### src/tsdbp_pkg.sv
// shared types and constants for the descriptor byte parser
package tsdbp_pkg;

  typedef logic [3:0] kind_t;
  typedef logic [3:0] phase_t;

  localparam kind_t KIND_TAG        = 4'd0;
  localparam kind_t KIND_LEN_OK     = 4'd1;
  localparam kind_t KIND_OVERSIZE   = 4'd2;
  localparam kind_t KIND_SUBT_ERR   = 4'd3;
  localparam kind_t KIND_SVC_TYPE   = 4'd4;
  localparam kind_t KIND_PROV_LEN   = 4'd5;
  localparam kind_t KIND_PROV_BYTE  = 4'd6;
  localparam kind_t KIND_NAME_LEN   = 4'd7;
  localparam kind_t KIND_NAME_BYTE  = 4'd8;
  localparam kind_t KIND_ENTRY_PART = 4'd9;
  localparam kind_t KIND_ENTRY_DONE = 4'd10;
  localparam kind_t KIND_RAW        = 4'd11;
  localparam kind_t KIND_IGNORED    = 4'd12;

  localparam phase_t PH_IDLE       = 4'd0;
  localparam phase_t PH_LEN        = 4'd1;
  localparam phase_t PH_SVC_TYPE   = 4'd2;
  localparam phase_t PH_PROV_LEN   = 4'd3;
  localparam phase_t PH_PROV_BYTES = 4'd4;
  localparam phase_t PH_NAME_LEN   = 4'd5;
  localparam phase_t PH_NAME_BYTES = 4'd6;
  localparam phase_t PH_SUBT       = 4'd7;
  localparam phase_t PH_RAW        = 4'd8;
  localparam phase_t PH_TRAIL      = 4'd9;

  localparam logic [7:0] SVC_TAG_RESET  = 8'h48;
  localparam logic [7:0] SUBT_TAG_RESET = 8'h59;

  localparam logic [2:0] ADDR_SVC_TAG  = 3'd0;
  localparam logic [2:0] ADDR_SUBT_TAG = 3'd4;

endpackage

### src/ts_descriptor_byte_parser_top.sv
// descriptor loop byte parser: one classified result per input byte
//
// input channel: in_valid / in_stall carry one loop byte per transaction, with
// in_is_first marking a tag byte and in_space_left giving the loop space then.
// output channel: out_valid / out_stall carry one result per input byte.
// the byte is held in an input register, then parsed by the phase logic into
// the result register.
// throughput is one byte per cycle; the input register and result register
// both advance whenever the result register is empty or being taken.
// when the receiver stalls, the result register holds, the input register
// fills and in_stall rises until the result is taken; nothing is dropped.
// the apb port holds the service and subtitling tag registers at byte
// addresses 0 and 4; pready is always high.
// reset (rst_n low, synchronous) empties both registers, returns the parser
// to idle with cleared descriptor state and loads the tag registers with
// 0x48 and 0x59.
module ts_descriptor_byte_parser_top (
  input  logic                 clk,
  input  logic                 rst_n,
  input  logic                 psel,
  input  logic                 penable,
  input  logic                 pwrite,
  input  logic [2:0]           paddr,
  input  logic [31:0]          pwdata,
  output logic [31:0]          prdata,
  output logic                 pready,
  input  logic                 in_valid,
  output logic                 in_stall,
  input  logic [7:0]           in_byte_in,
  input  logic                 in_is_first,
  input  logic [11:0]          in_space_left,
  output logic                 out_valid,
  input  logic                 out_stall,
  output tsdbp_pkg::kind_t     out_kind,
  output logic [7:0]           out_desc_tag,
  output logic [7:0]           out_desc_len,
  output logic [7:0]           out_item_index,
  output logic [7:0]           out_byte_value,
  output logic [23:0]          out_language_code,
  output logic [7:0]           out_sub_type,
  output logic [15:0]          out_composition_page,
  output logic [15:0]          out_ancillary_page,
  output logic                 out_last
);
  import tsdbp_pkg::*;

  logic [7:0]  svc_tag_r, subt_tag_r;

  logic        s1_valid_r;
  logic [7:0]  s1_byte_r;
  logic        s1_first_r;
  logic [11:0] s1_space_r;

  logic        out_valid_r;
  kind_t       out_kind_r;
  logic [7:0]  out_tag_r, out_len_r, out_item_r, out_bval_r, out_stype_r;
  logic [23:0] out_lang_r;
  logic [15:0] out_comp_r, out_anc_r;
  logic        out_last_r;

  phase_t      ph_r, ph_nxt;
  logic [7:0]  tag_r, tag_nxt;
  logic [7:0]  len_r, len_nxt;
  logic [11:0] space_r, space_nxt;
  logic [7:0]  rem_r, rem_nxt;
  logic [7:0]  idx_r, idx_nxt;
  logic [55:0] shift_r, shift_nxt;
  logic [7:0]  nleft_r, nleft_nxt;

  kind_t       res_kind;
  logic [7:0]  res_item, res_bval, res_stype;
  logic [23:0] res_lang;
  logic [15:0] res_comp, res_anc;
  logic        res_last;

  logic        advance, move;
  logic        is_svc, is_subt;
  logic [7:0]  consumed;
  logic        cfg_wr;

  // apb register file
  assign pready = 1'b1;
  assign cfg_wr = psel && penable && pwrite;
  assign prdata = {24'd0, paddr[2] ? subt_tag_r : svc_tag_r};

  always_ff @(posedge clk) begin
    if (!rst_n) begin
      svc_tag_r  <= SVC_TAG_RESET;
      subt_tag_r <= SUBT_TAG_RESET;
    end else if (cfg_wr) begin
      if (paddr[2] == ADDR_SUBT_TAG[2]) begin
        subt_tag_r <= pwdata[7:0];
      end else begin
        svc_tag_r <= pwdata[7:0];
      end
    end
  end

  // handshake
  assign advance  = !out_valid_r || !out_stall;
  assign move     = s1_valid_r && advance;
  assign in_stall = s1_valid_r && !advance;

  always_ff @(posedge clk) begin
    if (!rst_n) begin
      s1_valid_r <= 1'b0;
    end else if (!in_stall) begin
      s1_valid_r <= in_valid;
    end
  end

  always_ff @(posedge clk) begin
    if (!in_stall && in_valid) begin
      s1_byte_r  <= in_byte_in;
      s1_first_r <= in_is_first;
      s1_space_r <= in_space_left;
    end
  end

  // parse logic
  assign is_svc   = (tag_r == svc_tag_r);
  assign is_subt  = (tag_r == subt_tag_r);
  assign consumed = len_r - rem_r;

  always_comb begin
    ph_nxt    = ph_r;
    tag_nxt   = tag_r;
    len_nxt   = len_r;
    space_nxt = space_r;
    rem_nxt   = rem_r;
    idx_nxt   = idx_r;
    shift_nxt = shift_r;
    nleft_nxt = nleft_r;
    res_kind  = KIND_IGNORED;
    res_item  = 8'd0;
    res_bval  = 8'd0;
    res_stype = 8'd0;
    res_lang  = 24'd0;
    res_comp  = 16'd0;
    res_anc   = 16'd0;
    res_last  = 1'b0;
    if (s1_first_r) begin
      tag_nxt   = s1_byte_r;
      len_nxt   = 8'd0;
      space_nxt = s1_space_r;
      rem_nxt   = 8'd0;
      idx_nxt   = 8'd0;
      shift_nxt = 56'd0;
      nleft_nxt = 8'd0;
      ph_nxt    = PH_LEN;
      res_kind  = KIND_TAG;
      res_bval  = s1_byte_r;
    end else if (ph_r == PH_IDLE) begin
      res_kind = KIND_IGNORED;
    end else if (ph_r == PH_LEN) begin
      len_nxt  = s1_byte_r;
      res_bval = s1_byte_r;
      if (({4'd0, s1_byte_r} + 12'd2) > space_r) begin
        res_kind = KIND_OVERSIZE;
        res_last = 1'b1;
        ph_nxt   = PH_IDLE;
      end else if (!is_svc && is_subt && (s1_byte_r[2:0] != 3'd0)) begin
        res_kind = KIND_SUBT_ERR;
        res_last = 1'b1;
        ph_nxt   = PH_IDLE;
      end else begin
        res_kind  = KIND_LEN_OK;
        rem_nxt   = s1_byte_r;
        idx_nxt   = 8'd0;
        shift_nxt = 56'd0;
        if (s1_byte_r == 8'd0) begin
          res_last = 1'b1;
          ph_nxt   = PH_IDLE;
        end else if (is_svc) begin
          ph_nxt = PH_SVC_TYPE;
        end else if (is_subt) begin
          ph_nxt = PH_SUBT;
        end else begin
          ph_nxt = PH_RAW;
        end
      end
    end else begin
      res_bval = s1_byte_r;
      case (ph_r)
        PH_SVC_TYPE: begin
          res_kind = KIND_SVC_TYPE;
          ph_nxt   = PH_PROV_LEN;
        end
        PH_PROV_LEN: begin
          res_kind  = KIND_PROV_LEN;
          nleft_nxt = s1_byte_r;
          idx_nxt   = 8'd0;
          ph_nxt    = (s1_byte_r != 8'd0) ? PH_PROV_BYTES : PH_NAME_LEN;
        end
        PH_PROV_BYTES: begin
          res_kind  = KIND_PROV_BYTE;
          res_item  = idx_r;
          idx_nxt   = idx_r + 8'd1;
          nleft_nxt = nleft_r - 8'd1;
          if (nleft_r == 8'd1) begin
            ph_nxt = PH_NAME_LEN;
          end
        end
        PH_NAME_LEN: begin
          res_kind  = KIND_NAME_LEN;
          nleft_nxt = s1_byte_r;
          idx_nxt   = 8'd0;
          ph_nxt    = (s1_byte_r != 8'd0) ? PH_NAME_BYTES : PH_TRAIL;
        end
        PH_NAME_BYTES: begin
          res_kind  = KIND_NAME_BYTE;
          res_item  = idx_r;
          idx_nxt   = idx_r + 8'd1;
          nleft_nxt = nleft_r - 8'd1;
          if (nleft_r == 8'd1) begin
            ph_nxt  = PH_TRAIL;
            idx_nxt = 8'd0;
          end
        end
        PH_SUBT: begin
          res_item = {3'd0, consumed[7:3]};
          idx_nxt  = {3'd0, consumed[7:3]};
          res_bval = 8'd0;
          if (consumed[2:0] != 3'd7) begin
            res_kind  = KIND_ENTRY_PART;
            shift_nxt = {shift_r[47:0], s1_byte_r};
          end else begin
            res_kind  = KIND_ENTRY_DONE;
            res_lang  = shift_r[55:32];
            res_stype = shift_r[31:24];
            res_comp  = shift_r[23:8];
            res_anc   = {shift_r[7:0], s1_byte_r};
            shift_nxt = 56'd0;
          end
        end
        default: begin
          res_kind = KIND_RAW;
          res_item = idx_r;
          idx_nxt  = idx_r + 8'd1;
        end
      endcase
      rem_nxt = rem_r - 8'd1;
      if (rem_r == 8'd1) begin
        res_last = 1'b1;
        ph_nxt   = PH_IDLE;
      end
    end
  end

  always_ff @(posedge clk) begin
    if (!rst_n) begin
      ph_r    <= PH_IDLE;
      tag_r   <= 8'd0;
      len_r   <= 8'd0;
      space_r <= 12'd0;
      rem_r   <= 8'd0;
      idx_r   <= 8'd0;
      shift_r <= 56'd0;
      nleft_r <= 8'd0;
    end else if (move) begin
      ph_r    <= ph_nxt;
      tag_r   <= tag_nxt;
      len_r   <= len_nxt;
      space_r <= space_nxt;
      rem_r   <= rem_nxt;
      idx_r   <= idx_nxt;
      shift_r <= shift_nxt;
      nleft_r <= nleft_nxt;
    end
  end

  // result register
  always_ff @(posedge clk) begin
    if (!rst_n) begin
      out_valid_r <= 1'b0;
    end else if (advance) begin
      out_valid_r <= s1_valid_r;
    end
  end

  always_ff @(posedge clk) begin
    if (move) begin
      out_kind_r  <= res_kind;
      out_tag_r   <= tag_nxt;
      out_len_r   <= len_nxt;
      out_item_r  <= res_item;
      out_bval_r  <= res_bval;
      out_lang_r  <= res_lang;
      out_stype_r <= res_stype;
      out_comp_r  <= res_comp;
      out_anc_r   <= res_anc;
      out_last_r  <= res_last;
    end
  end

  assign out_valid             = out_valid_r;
  assign out_kind              = out_kind_r;
  assign out_desc_tag          = out_tag_r;
  assign out_desc_len          = out_len_r;
  assign out_item_index        = out_item_r;
  assign out_byte_value        = out_bval_r;
  assign out_language_code     = out_lang_r;
  assign out_sub_type          = out_stype_r;
  assign out_composition_page  = out_comp_r;
  assign out_ancillary_page    = out_anc_r;
  assign out_last              = out_last_r;

endmodule

### config.mk
export PLATFORM = sky130hd
export DESIGN_NAME = ts_descriptor_byte_parser_top
export DESIGN_NICKNAME = d
export VERILOG_FILES = /design/src/tsdbp_pkg.sv /design/src/ts_descriptor_byte_parser_top.sv
export SDC_FILE = /design/constraint.sdc
export NUM_CORES = 1
export LEC_CHECK = 0
export BUFFER_PORTS_ARGS = -buffer_cell sky130_fd_sc_hd__buf_4
export CORE_UTILIZATION = 50
export CTS_BUF_LIST = sky130_fd_sc_hd__clkbuf_2
export CTS_CLUSTER_DIAMETER = 30
export DETAILED_ROUTE_END_ITERATION = 16
export GPL_TIMING_DRIVEN = 0
export PLACE_DENSITY_LB_ADDON = 0.1
export SLEW_MARGIN = 0
export SYNTH_ARGS = -nofsm -noshare
export SYNTH_HDL_FRONTEND = slang
export SYNTH_SLANG_ARGS = --single-unit
### constraint.sdc
create_clock -name clk -period 15.06 [get_ports clk]
set_clock_uncertainty 0.1 [all_clocks]
set_input_delay 3.012 -clock clk [delete_from_list [all_inputs] [get_ports clk]]
set_output_delay 3.012 -clock clk [all_outputs]
set_load 0.005 [all_outputs]
# --- Word-level counts from Yosys, hierarchy flattened ---
# Index checks and enable logic that the tools add are counted.
word_totals:
  ff_bits: 252
  inputBits: 63
classes:
  bitwise_logic: 2
  addsub: 5
  order_cmp: 1
  n_mux: 58
  reduce_logical: 34
  n_eq_ne: 19
ops:
  columns: ["operator", "n"]
  rows:
  - ["$mux W56", 7]
  - ["$mux W8", 23]
  - ["$mux W4", 14]
  - ["$pmux W8 S2", 2]
  - ["$pmux W8 S4", 1]
  - ["$pmux W4 S6", 1]
  - ["$pmux W4 S5", 1]
  - ["$eq A4 B3 Y1 const B", 4]
  - ["$eq A8 B1 Y1 const B", 2]
  - ["$eq A8 B8 Y1", 2]
  - ["$reduce_bool A8 Y1", 2]
  - ["$sub A8 B1 Y8 const B", 2]
  - ["$reduce_and A5 Y1", 3]
  - ["$gt A9 B12 Y1", 1]
  - ["$ne A3 B3 Y1 const B", 4]
  - ["$ne A5 B5 Y1 const B", 2]
  - ["$add A8 B2 Y9 const B", 1]
  - ["$reduce_bool A3 Y1", 3]
  - ["$add A8 B1 Y8 const B", 1]
  - ["$eq A4 B2 Y1 const B", 2]
  - ["$logic_not A8 Y1", 1]
  - ["$reduce_and A4 Y1", 2]
  - ["$sub A8 B8 Y8", 1]
  - ["$logic_and A1 B1 Y1", 7]
  - ["12 further kinds", 30]

# --- Depth between registers and ports, before layout ---
# Gate-level depths: netlist (run 1).
depth:
  depth_word: 9
  depth_mapped: 14
  ltp_nobuf: 11

# --- Worst setup path after synthesis (run 1) ---
# No wires, ideal clock.
synth_path:
  path_kind: "input to register"
  start: "input port out_stall"
  end: "register out_anc_r[0], in the netlist out_ancillary_page[0] (enable)"
  setup_time_ns: 0.504
  path_slack_ns: 8.004
  t_required_ns: 14.456
  path_stages: 5
  path_buffers: 2
  t_arrival_ns: 6.452
  path_cell_list: "nand2_1 nand2_1 inv_1 clkbuf_1 buf_1"
synth_via:
  elab_chain_len: 3
synth_lines:
  columns: ["element", "line_no", "rtl"]
  rows:
  - ["start: declaration", "ts_descriptor_byte_parser_top.sv:33", "input logic out_stall,"]
  - ["$logic_not A1 Y1", "ts_descriptor_byte_parser_top.sv:100", "assign advance = !out_valid_r || !out_stall;"]
  - ["$logic_or A1 B1 Y1", "ts_descriptor_byte_parser_top.sv:100", null]
  - ["$logic_and A1 B1 Y1", "ts_descriptor_byte_parser_top.sv:101", "assign move = s1_valid_r && advance;"]
  - ["via move", "ts_descriptor_byte_parser_top.sv:76", "logic advance, move;"]
  - ["end signal: assignment", "ts_descriptor_byte_parser_top.sv:291", "out_anc_r <= res_anc;"]
  - ["end: declaration", "ts_descriptor_byte_parser_top.sv:58", "logic [15:0] out_comp_r, out_anc_r;"]
# The timed path passes the listed nets, and every way through them passes these cells.
# A chain may end at the register's enable or synchronous reset.

# --- Final worst setup path (run 1) ---
layout_path:
  start: "input port paddr[2]"
  end: "output port prdata[4]"
layout_via:
  elab_chain_len: 1
layout_lines:
  columns: ["element", "line_no", "rtl"]
  rows:
  - ["start: declaration", "ts_descriptor_byte_parser_top.sv:23", "input logic [2:0] paddr,"]
  - ["$mux W8", "ts_descriptor_byte_parser_top.sv:84", "assign prdata = {24'd0, paddr[2] ? subt_tag_r : svc_tag_r};"]
  - ["end: declaration", "ts_descriptor_byte_parser_top.sv:25", "output logic [31:0] prdata,"]
# Every way passes these cells.

==> flow_metrics.tcl, run 1 <==
set metrics [dict create \
    layout_setup_ws_ns 7.88 \
    die_height_um 150 \
    yosys.area.top_type "edfxtp_1" \
    power_density_nw_per_um2 108 \
    die_w_um 150 \
    cts_tree "yes" \
    rsz0062_at_grt "no" \
    insertion_delay_ns 0.85 \
    period_share 0.477 \
    postCtsHoldBufs 0 \
    critPathCaptureType "output port" \
    grt_antenna_before_repair 1 \
    hold_viol_final 0 \
    async_flop_share 0 \
    synth_commonest_cells "135 x nand2_1, 130 x dfxtp_1, 122 x edfxtp_1" \
    fin_tns_setup_ns 0 \
    ys_warn_count 0 \
    crit_arrival_ns 4.07 \
    post-place-ws_ns 7.87 \
    holdPathStages 2 \
    gr-usage-all-layers 0.244 \
    dp_hpwl_um 18800 \
    ios 199 \
    vias 8524 \
    routabilityCongestion 0.924 \
    crit_cells 4 \
    reg2reg_depth 14 \
    synth.distinct_cells 62 \
    io_buffers 146 \
    grt_pass1_wl_um 42200 \
    fin_crit_ns 7.18 \
    critical_path.max_fanout 10 \
    ys.flop_type "dfxtp_1" \
    clock_sinks 252 \
    final_nets 1361 \
    grt_pass1_vias 7911 \
    start_util 0.515 \
    routedWlPerCell_um 16.8 \
    finalPower_uw 1430 \
    cts_max_level 3 \
    max-vdd-ir-drop_v 0.0000630 \
    ys_ff_latch 252 \
    cts_root_buffer "clkbuf_2" \
    dieArea_um2 22500 \
    syn_area_um2 10900 \
    ant_nets 0 \
    drv_cap 0 \
    relSlewSlack 0.176 \
    fillers 1895 \
    max_freq_mhz 139 \
    drc 0 \
    cp_slowest_stage_delay_ns 0.43 \
    cp_common_cell "buf_4" \
    grt_max_degree 44 \
    post_cts.repair.setup_buffers 0 \
    cp-start-kind "input port" \
    wl_um 27000 \
    cts_resized 0 \
    stdcell_area_um2 13200 \
    cp.required_ns 11.95 \
    crit_family "buffers and inverters" \
    overflow 0 \
    core_um2 21200 \
    hold_path.class "reg -> reg" \
    criticalPathCategory "in -> out" \
    ys_seq_area_frac 0.573 \
    setup_viol_count_final 0 \
    leakagePower_uw 0.00525 \
    cpMaxStageDelayCell "clkbuf_1" \
    synth_enable_flop_cells 122 \
    numCtsBuffers 70 \
    yosysMostFrequentCell "nand2_1" \
    synthTopCellsByArea "edfxtp_1 34%, dfxtp_1 24%, a22o_1 4.6%" \
    syn_area_per_cell_um2 10.6 \
    placed_cell_area_um2 12500 \
    outcome "finished, final reports clean" \
    drtPass1Iterations 5 \
    synth_top_area_frac 0.335 \
    worst-path-buf-inv 3 \
    max-clock-path-buffers 3 \
    area_delta_synth_final_pct 21.0 \
    drive_gt1_frac 0.246 \
    path_cells "buf_4, clkbuf_1, mux2_2, buf_4" \
    path_clk_slew_ns 0.09 \
    drv_slew 0 \
    worst_pin_slew_ns 1.22 \
    viasPerCell 5.30 \
    row_count 53 \
    drt-initial-drc-count 560 \
    syn_inst 1032 \
]
## where the power goes
| part | leakage (uW) | total, uW | internal [uW] | switching [uW] |
|---|---|---|---|---|
| clock | 0.000516 | 529 | 236 | 294 |
| combinational | 0.00255 | 151 | 63.3 | 87.5 |
| sequential | 0.00219 | 753 | 740 | 12.5 |
| total | 0.00525 | 1430 | 1040 | 394 |
## through the flow
step / util / hold slack, ns / cells
after CTS: 0.623 / 0.362 / 1608
after floorplan: - / 0.323 / 1055
final: 0.623 / 0.357 / 1609
after global routing: 0.623 / 0.388 / 1609
after detailed placement: 0.589 / 0.348 / 1478
after global placement: 0.587 / 0.343 / 1476
## worst register-to-register path, stage by stage (launching register included)
cell and delay (ns):
edfxtp_1 0.44, clkbuf_1 0.62, and3_1 0.31, nand3_1 0.11, xnor2_1 0.18, ha_1 0.33
nand3_1 0.07, or2_2 0.30, o21a_1 0.19, o21ai_1 0.40, a31oi_1 0.27, o31a_1 0.35
buf_2 0.19, buf_2 0.22, a22o_1 0.25
## cells in the final DEF, fill, tap and decap left out, types with 6 or more instances in the layout
cell / instances
buf_2: 10
nor3_1: 23
xnor2_1: 17
conb_1: 25
o21ai_0: 19
dfxtp_1: 130
xor2_1: 12
inv_1: 31
nand2_1: 135
clkbuf_1: 46
and3_1: 9
or3_1: 7
a21o_1: 6
ha_1: 22
nand2b_1: 8
o31ai_1: 8
clkinv_1: 15
buf_4: 171
a31oi_1: 6
nand4_1: 7
a21oi_1: 87
nand3_1: 20
and2_1: 77
nor4_1: 7
clkinv_2: 7
clkbuf_2: 100
nor2_1: 49
mux2_2: 16
edfxtp_1: 122
a22o_1: 58
a211oi_1: 6
a311oi_1: 6
## logic make-up after synthesis
logic type,after synthesis,synth area share
simple gates,356,0.160
flops,252,0.573
compound gates,235,0.148
buf+inv,118,0.0501
xor+xnor,29,0.0232
fa+ha+maj,23,0.0270
mux,17,0.0174
other cells,2,0.000687
## worst paths after layout
kind                              startpoint  slack, ns           to
worst max register to register  s1_byte_r[3]      10.60  shift_r[47]
worst min register to register    space_r[2]       0.36   space_r[2]
worst min-delay path              space_r[2]       0.36   space_r[2]
worst max-delay path                paddr[2]       7.88    prdata[4]
## registers in the layout, indices dropped and copies added, names as in the netlist, 12 cells and up
signal	flops
shift_r	56
out_language_code	24
out_ancillary_page	16
out_composition_page	16
s1_space_r	12
space_r	12
## metal layers
layer | vias up | global-route usage | wire, um
met5 | - | 0 | 0
li1 | 4181 | - | -
met2 | 321 | 0.369 | 12300
met4 | 0 | 0.0929 | 449
met3 | 34 | 0.0442 | 1820
met1 | 3988 | 0.348 | 12400
## layout make-up
cell class                      instances  area, um^2  share of cell area
Inverter                               33         124             0.00936
Clock buffer                          100         500              0.0378
Antenna cell                            1        2.50            0.000189
Clock inverter                         30         220              0.0166
Multi-Input combinational cell        685        4210               0.318
Tap cell                              275         344              0.0260
Sequential cell                       252        6270               0.474
Timing Repair Buffer                  148        1140              0.0859
Buffer                                 85         425              0.0322
No activity file was read; power rests on OpenSTA's default activity.
==> run 2, diff against run 1 <==
--- a/config.mk
+++ b/config.mk
@@ -5,6 +5,7 @@
 export SDC_FILE = /design/constraint.sdc
 export NUM_CORES = 1
 export LEC_CHECK = 0
+export ABC_AREA = 1
 export BUFFER_PORTS_ARGS = -buffer_cell sky130_fd_sc_hd__buf_4
 export CORE_UTILIZATION = 50
 export CTS_BUF_LIST = sky130_fd_sc_hd__clkbuf_2
==> constraint.sdc (replaced) <==
create_clock -name clk -period 6.65 [get_ports clk]
set_clock_uncertainty 0.1 [all_clocks]
set_input_delay 1.33 -clock clk [delete_from_list [all_inputs] [get_ports clk]]
set_output_delay 1.33 -clock clk [all_outputs]
set_load 0.005 [all_outputs]
==> run 2 against run 1 <==
Register-to-register slack worse by 7.6 ns. Worst setup slack got worse by 4.9 ns. Power rose by 140%. Highest routed layer unchanged. Die area rose by 8.7%. Design area rose by 7.6%. Sequential share of layout area shrank 3.3 points. Largest power group unchanged.
==> flow_metrics.tcl, run 2 <==
set metrics [dict create \
    crit_cells 20 \
    clock_power_share 0.356 \
    final_nets 1805 \
    ys.flop_type "dfxtp_1" \
    power_density_nw_per_um2 238 \
    stdcell_area_um2 14200 \
    cp_common_cell "nand2_1" \
    synth_xor_area_frac 0.0103 \
    crit_arrival_ns 4.27 \
    drv_cap 0 \
    insertion_delay_ns 0.82 \
    synthTopCellsByArea "edfxtp_1 31%, dfxtp_1 22%, nand2_1 9.4%" \
    switching_power_uw 966 \
    max-clock-path-buffers 3 \
    cp_slowest_stage_delay_ns 0.57 \
    drv_slew 0 \
    largest_register_ffs 56 \
    drive_gt1_frac 0.195 \
    postCtsHoldBufs 0 \
    reg2reg_from "s1_byte_r[3]" \
    period_share 0.552 \
    io_buffers 146 \
    grt_pass1_wl_um 47200 \
    overflow 0 \
    drc 0 \
    drt-met1-wl_um 12900 \
    grt_pass1_vias 9538 \
    dp_hpwl_um 21900 \
    hold_start "space_r[10]" \
    syn_area_um2 11900 \
    cpMaxStageDelayCell "edfxtp_1" \
    outcome "finished, final reports clean" \
    synth.distinct_cells 40 \
    vias 10400 \
    cp.required_ns 7.25 \
    path_clk_slew_ns 0.10 \
    synth_enable_flop_cells 122 \
    drtPass1Iterations 5 \
    relSlewSlack 0.445 \
    fin_crit_ns 3.67 \
    finalPower_uw 3390 \
    synth_top_area_frac 0.308 \
    largest_register "shift_r" \
    die_w_um 156 \
    seq_power_share 0.516 \
    cts_tree "yes" \
    routedWlPerCell_um 14.5 \
    max-vdd-ir-drop_v 0.000117 \
    final_cell_mix "298 x nand2_1, 262 x nor2_1, 177 x buf_4, 173 x inv_1, 130 x dfxtp_1" \
    internal-power_uw 2420 \
    max_freq_mhz 272 \
    cts_max_level 3 \
    synthSimpleGateAreaFrac 0.244 \
    setup_viol_count_final 0 \
    holdPathStages 2 \
    synth_compound_area_frac 0.0935 \
    crit_family "simple AND/OR/NAND/NOR gates" \
    critPathCaptureType "flip-flop" \
    cp-start-kind "flip-flop" \
    async_flop_share 0 \
    area_delta_synth_final_pct 19.6 \
    post_cts.repair.setup_buffers 0 \
    gr-usage-all-layers 0.249 \
    fillers 2251 \
    synth_mux_area_frac 0 \
    placed_cell_area_um2 13500 \
    met2_length_um 14900 \
    rsz0062_at_grt "no" \
    clock_sinks 252 \
    critical_path.max_fanout 10 \
    ys_ff_latch 252 \
    leakagePower_uw 0.00608 \
    start_util 0.508 \
    layout_commonest_cell "nand2_1" \
    grt_max_degree 39 \
    syn_area_per_cell_um2 8.05 \
    drt-initial-drc-count 649 \
    yosys.area.top_type "edfxtp_1" \
    hold_viol_final 0 \
    syn_inst 1478 \
    highest_layer "met4" \
    ys_seq_area_frac 0.527 \
    reg2reg_depth 20 \
    core_um2 23400 \
    ys_warn_count 0 \
    cp-startpoint "s1_byte_r[3]" \
    synth_commonest_cells "298 x nand2_1, 262 x nor2_1, 173 x inv_1" \
    dieArea_um2 24400 \
    grt_antenna_before_repair 1 \
    numCtsBuffers 68 \
    swShare 0.285 \
    ant_nets 0 \
    synth_top_family_by_area "simple AND/OR/NAND/NOR gates" \
    cts_resized 0 \
    path_cells "inv_1, nor3_1, nand2_1, nor2_1, nand2_1, nand2_1, inv_1, ha_1, nand2_1, inv_1, nand2_1, nor2_1, nand4_1, nand3_1, nand2_1, nor2_1, buf_6, buf_2, nand3_1, a21oi_1" \
    viasPerCell 4.95 \
    row_count 56 \
    met3_length_um 1820 \
    worst-path-buf-inv 5 \
    cts_root_buffer "clkbuf_2" \
    synth-adder-area-share 0.0248 \
    wl_um 30300 \
    yosysMostFrequentCell "nand2_1" \
    ios 199 \
    power_frac_comb 0.128 \
    routabilityCongestion 0.921 \
    criticalPathCategory "reg -> reg" \
    worst_pin_slew_ns 0.831 \
    fin_tns_setup_ns 0 \
    hold_path.class "reg -> reg" \
    die_height_um 156 \
]
run 2: cell count changes after synthesis, moves of 58 or more:
| cell | before | now |
|---|---|---|
| a22o_1 | 58 | 0 |
| and2_1 | 77 | 0 |
| inv_1 | 31 | 173 |
| nand2_1 | 135 | 298 |
| nand3_1 | 20 | 105 |
| nor2_1 | 49 | 262 |
| o21ai_0 | 19 | 105 |
run 2: power by group through the flow:
stage | clock network (uW) | logic (uW) | registers (uW)
detailed placement | 0 | 431 | 1780
floorplan | 0 | 281 | 1780
CTS | 1240 | 433 | 1750
finish | 1200 | 435 | 1750
global placement | 0 | 419 | 1790
global route | 1320 | 491 | 1760
run 2: cell families (layout without fill, tap and decap cells):
family	after synthesis	in the layout
AO/OA/AOI/OAI	209	209
AND/OR/NAND/NOR	705	705
flip-flops	252	252
other	2	26
buffers and inverters	273	546
XOR/XNOR	14	14
adder cells (fa/ha/maj)	23	23
run 2: final timing paths:
kind                               endpoint  slack (ns)
worst max-delay path               rem_r[6]        2.98
worst min-delay path            space_r[10]        0.37
worst max register to register     rem_r[6]        2.98
worst min register to register  space_r[10]        0.37
run 2: routing by layer:
metal | track usage | vias to the layer above
li1 | - | 5249
met2 | 0.426 | 312
met5 | 0 | -
met1 | 0.312 | 4749
met3 | 0.0498 | 61
met4 | 0.0873 | 0
run 2: per-stage QoR:
step	worst slack [ns]	util	std cells	hold slack, ns
after floorplan	1.43	-	1501	0.333
after global placement	-0.474	0.576	1966	0.351
after detailed placement	3.02	0.578	1968	0.354
after CTS	3.01	0.608	2093	0.368
after global routing	2.72	0.608	2094	0.394
final	2.98	0.608	2094	0.367
run 2: worst min-delay path, delay by kind of cell, from the launching register on:
kind | cells | cell delay [ns]
DFF | 1 | 0.32
and+or+nand+nor | 1 | 0.06
AOI/OAI and AO/OA | 1 | 0.05
run 2: area by class of cell:
cell class	count	area, um^2	area share
antenna	1	2.50	0.000176
buffer	88	498	0.0350
clock buffer	97	485	0.0341
clock inverter	28	220	0.0155
inverter	185	694	0.0488
multi-input combinational	976	4530	0.318
sequential	252	6270	0.440
tap	319	399	0.0280
timing repair buffer	148	1140	0.0798
==> run 3, diff against run 2 <==
==> constraint.sdc (replaced) <==
create_clock -name clk -period 3.05 [get_ports clk]
set_clock_uncertainty 0.1 [all_clocks]
set_input_delay 0.61 -clock clk [delete_from_list [all_inputs] [get_ports clk]]
set_output_delay 0.61 -clock clk [all_outputs]
set_load 0.005 [all_outputs]
==> run 3 against run 2 <==
First-iteration DRC count up 0.15%. Maximum frequency up 16%. Worst hold slack worse by 0.30 ns. Utilization up 3.5 points. Global-route usage up 1.0 points. Cell count up 2.5%. Count of clock-buffer cells in the layout up 2. The run now ends with setup timing left. Critical path depth up 2. Sequential share of layout area down 2.4 points. Worst setup slack worse by 3.1 ns. Clock power up 110%.
==> flow_metrics.tcl, run 3 (synthesis gave the netlist of run 2 again) <==
set metrics [dict create \
    critical_path.max_fanout 5 \
    area_delta_synth_final_pct 26.5 \
    finalPower_uw 7440 \
    outcome "finished, violations left" \
    numCtsBuffers 68 \
    drv_cap 0 \
    cts_tree "yes" \
    drv_slew 0 \
    wl_um 31400 \
    row_count 56 \
    gr-usage-all-layers 0.259 \
    io_buffers 146 \
    largest_register_ffs 56 \
    violations "setup timing" \
    core_um2 23400 \
    fin_tns_setup_ns -2.51 \
    routabilityCongestion 0.926 \
    met2_length_um 15300 \
    final_cell_mix "293 x nand2_1, 235 x nor2_1, 193 x buf_4, 170 x inv_1, 130 x dfxtp_1" \
    cts_max_level 3 \
    stdcell_area_um2 15000 \
    dp_hpwl_um 21400 \
    insertion_delay_ns 0.81 \
    power_density_nw_per_um2 495 \
    cp-start-kind "flip-flop" \
    dieArea_um2 24400 \
    drt-met1-wl_um 13200 \
    layout_commonest_cell "nand2_1" \
    clock_sinks 252 \
    vias 10700 \
    highest_layer "met4" \
    start_util 0.508 \
    rsz0062_at_grt "yes" \
    hold_path.class "in -> reg" \
    fin_crit_ns 3.17 \
    drive_gt1_frac 0.231 \
    grt_antenna_before_repair 1 \
    max_freq_mhz 315 \
    worst_pin_slew_ns 0.886 \
    path_clk_slew_ns 0.10 \
    viasPerCell 4.99 \
    grt_pass1_wl_um 49300 \
    criticalPathCategory "reg -> reg" \
    grt_max_degree 111 \
    leakagePower_uw 0.00641 \
    hold_slack_ns 0.0683 \
    drtPass1Iterations 6 \
    drt-initial-drc-count 650 \
    cts_root_buffer "clkbuf_2" \
    hold_viol_final 0 \
    period_share 1.04 \
    relSlewSlack 0.409 \
    max-vdd-ir-drop_v 0.000343 \
    final_nets 1857 \
    met3_length_um 2110 \
    layout_setup_ws_ns -0.121 \
    grt_pass1_vias 9996 \
    ant_nets 0 \
    die_height_um 156 \
    max-clock-path-buffers 3 \
    overflow 0 \
    critPathCaptureType "flip-flop" \
    largest_register "shift_r" \
    crit_arrival_ns 3.74 \
    cp.required_ns 3.61 \
    routedWlPerCell_um 14.6 \
    setup_viol_count_final 58 \
    placed_cell_area_um2 13500 \
    ios 199 \
    die_w_um 156 \
    drc 0 \
]
run 3: changes by cell type in the layout (fill, tap and decap cells not counted), sizes merged:
cell,previous run,this run
dlygate4sd3,0,30
buf,207,228
clkbuf,126,129
bufinv,4,3
clkinv,22,21
diode,1,2
run 3: area by class of cell:
class / instances / area, um^2
buffer: 88 / 591
antenna: 2 / 5.00
clock inverter: 26 / 190
multi-input combinational: 976 / 4730
clock buffer: 99 / 495
fill: 2143 / 8350
sequential: 252 / 6270
inverter: 185 / 697
tap: 319 / 399
timing repair buffer: 200 / 1680
run 3: what timing repair did:
item,in CTS,in global routing
endpoints found under the hold margin,38,0
gates resized for setup,65,32
pin swaps,54,16
cloned,5,2
setup endpoints to repair,91,127
setup buffers,15,2
hold buffers,30,0
run 3: worst max-delay path, stage by stage (launching register included):
cell      delay [ns]
edfxtp_1        0.49
ha_2            0.25
nand3_2         0.09
nor3_2          0.15
xor2_1          0.20
inv_1           0.10
ha_4            0.28
nand2_2         0.05
inv_2           0.05
nand2_2         0.06
nor2_4          0.12
nand2_1         0.07
nand3_2         0.09
nand3_2         0.14
nand2_4         0.12
inv_4           0.04
nand2_4         0.07
nor2_4          0.05
buf_12          0.13
buf_16          0.13
buf_8           0.13
nor2_2          0.10
nor2_1          0.04
run 3: metrics by stage:
step	worst slack [ns]	cells	util
finish	-0.121	2147	0.643
global route	-0.243	2147	0.643
CTS	-0.115	2141	0.636
detailed placement	-0.573	1966	0.576
global placement	-0.993	1966	0.576
floorplan	0.137	1501	-
run 3: path summary, 6_finish.rpt:
kind,startpoint,to,slack [ns],depth (start not counted)
setup / recovery,s1_byte_r[2],shift_r[29],-0.12,22
hold / removal,out_stall,out_valid,0.07,3
setup reg to reg,s1_byte_r[2],shift_r[29],-0.12,22
hold reg to reg,space_r[4],space_r[4],0.37,2
run 3: power by group:
group	internal, uW	total (uW)	switching (uW)
logic	442	1070	623
clock network	1140	2560	1420
registers	3710	3810	107
run 3: routing by layer:
metal / track usage / up-vias
li1: - / 5369
met1: 0.320 / 4913
met2: 0.443 / 375
met3: 0.0471 / 60
met4: 0.112 / 0
met5: 0 / -
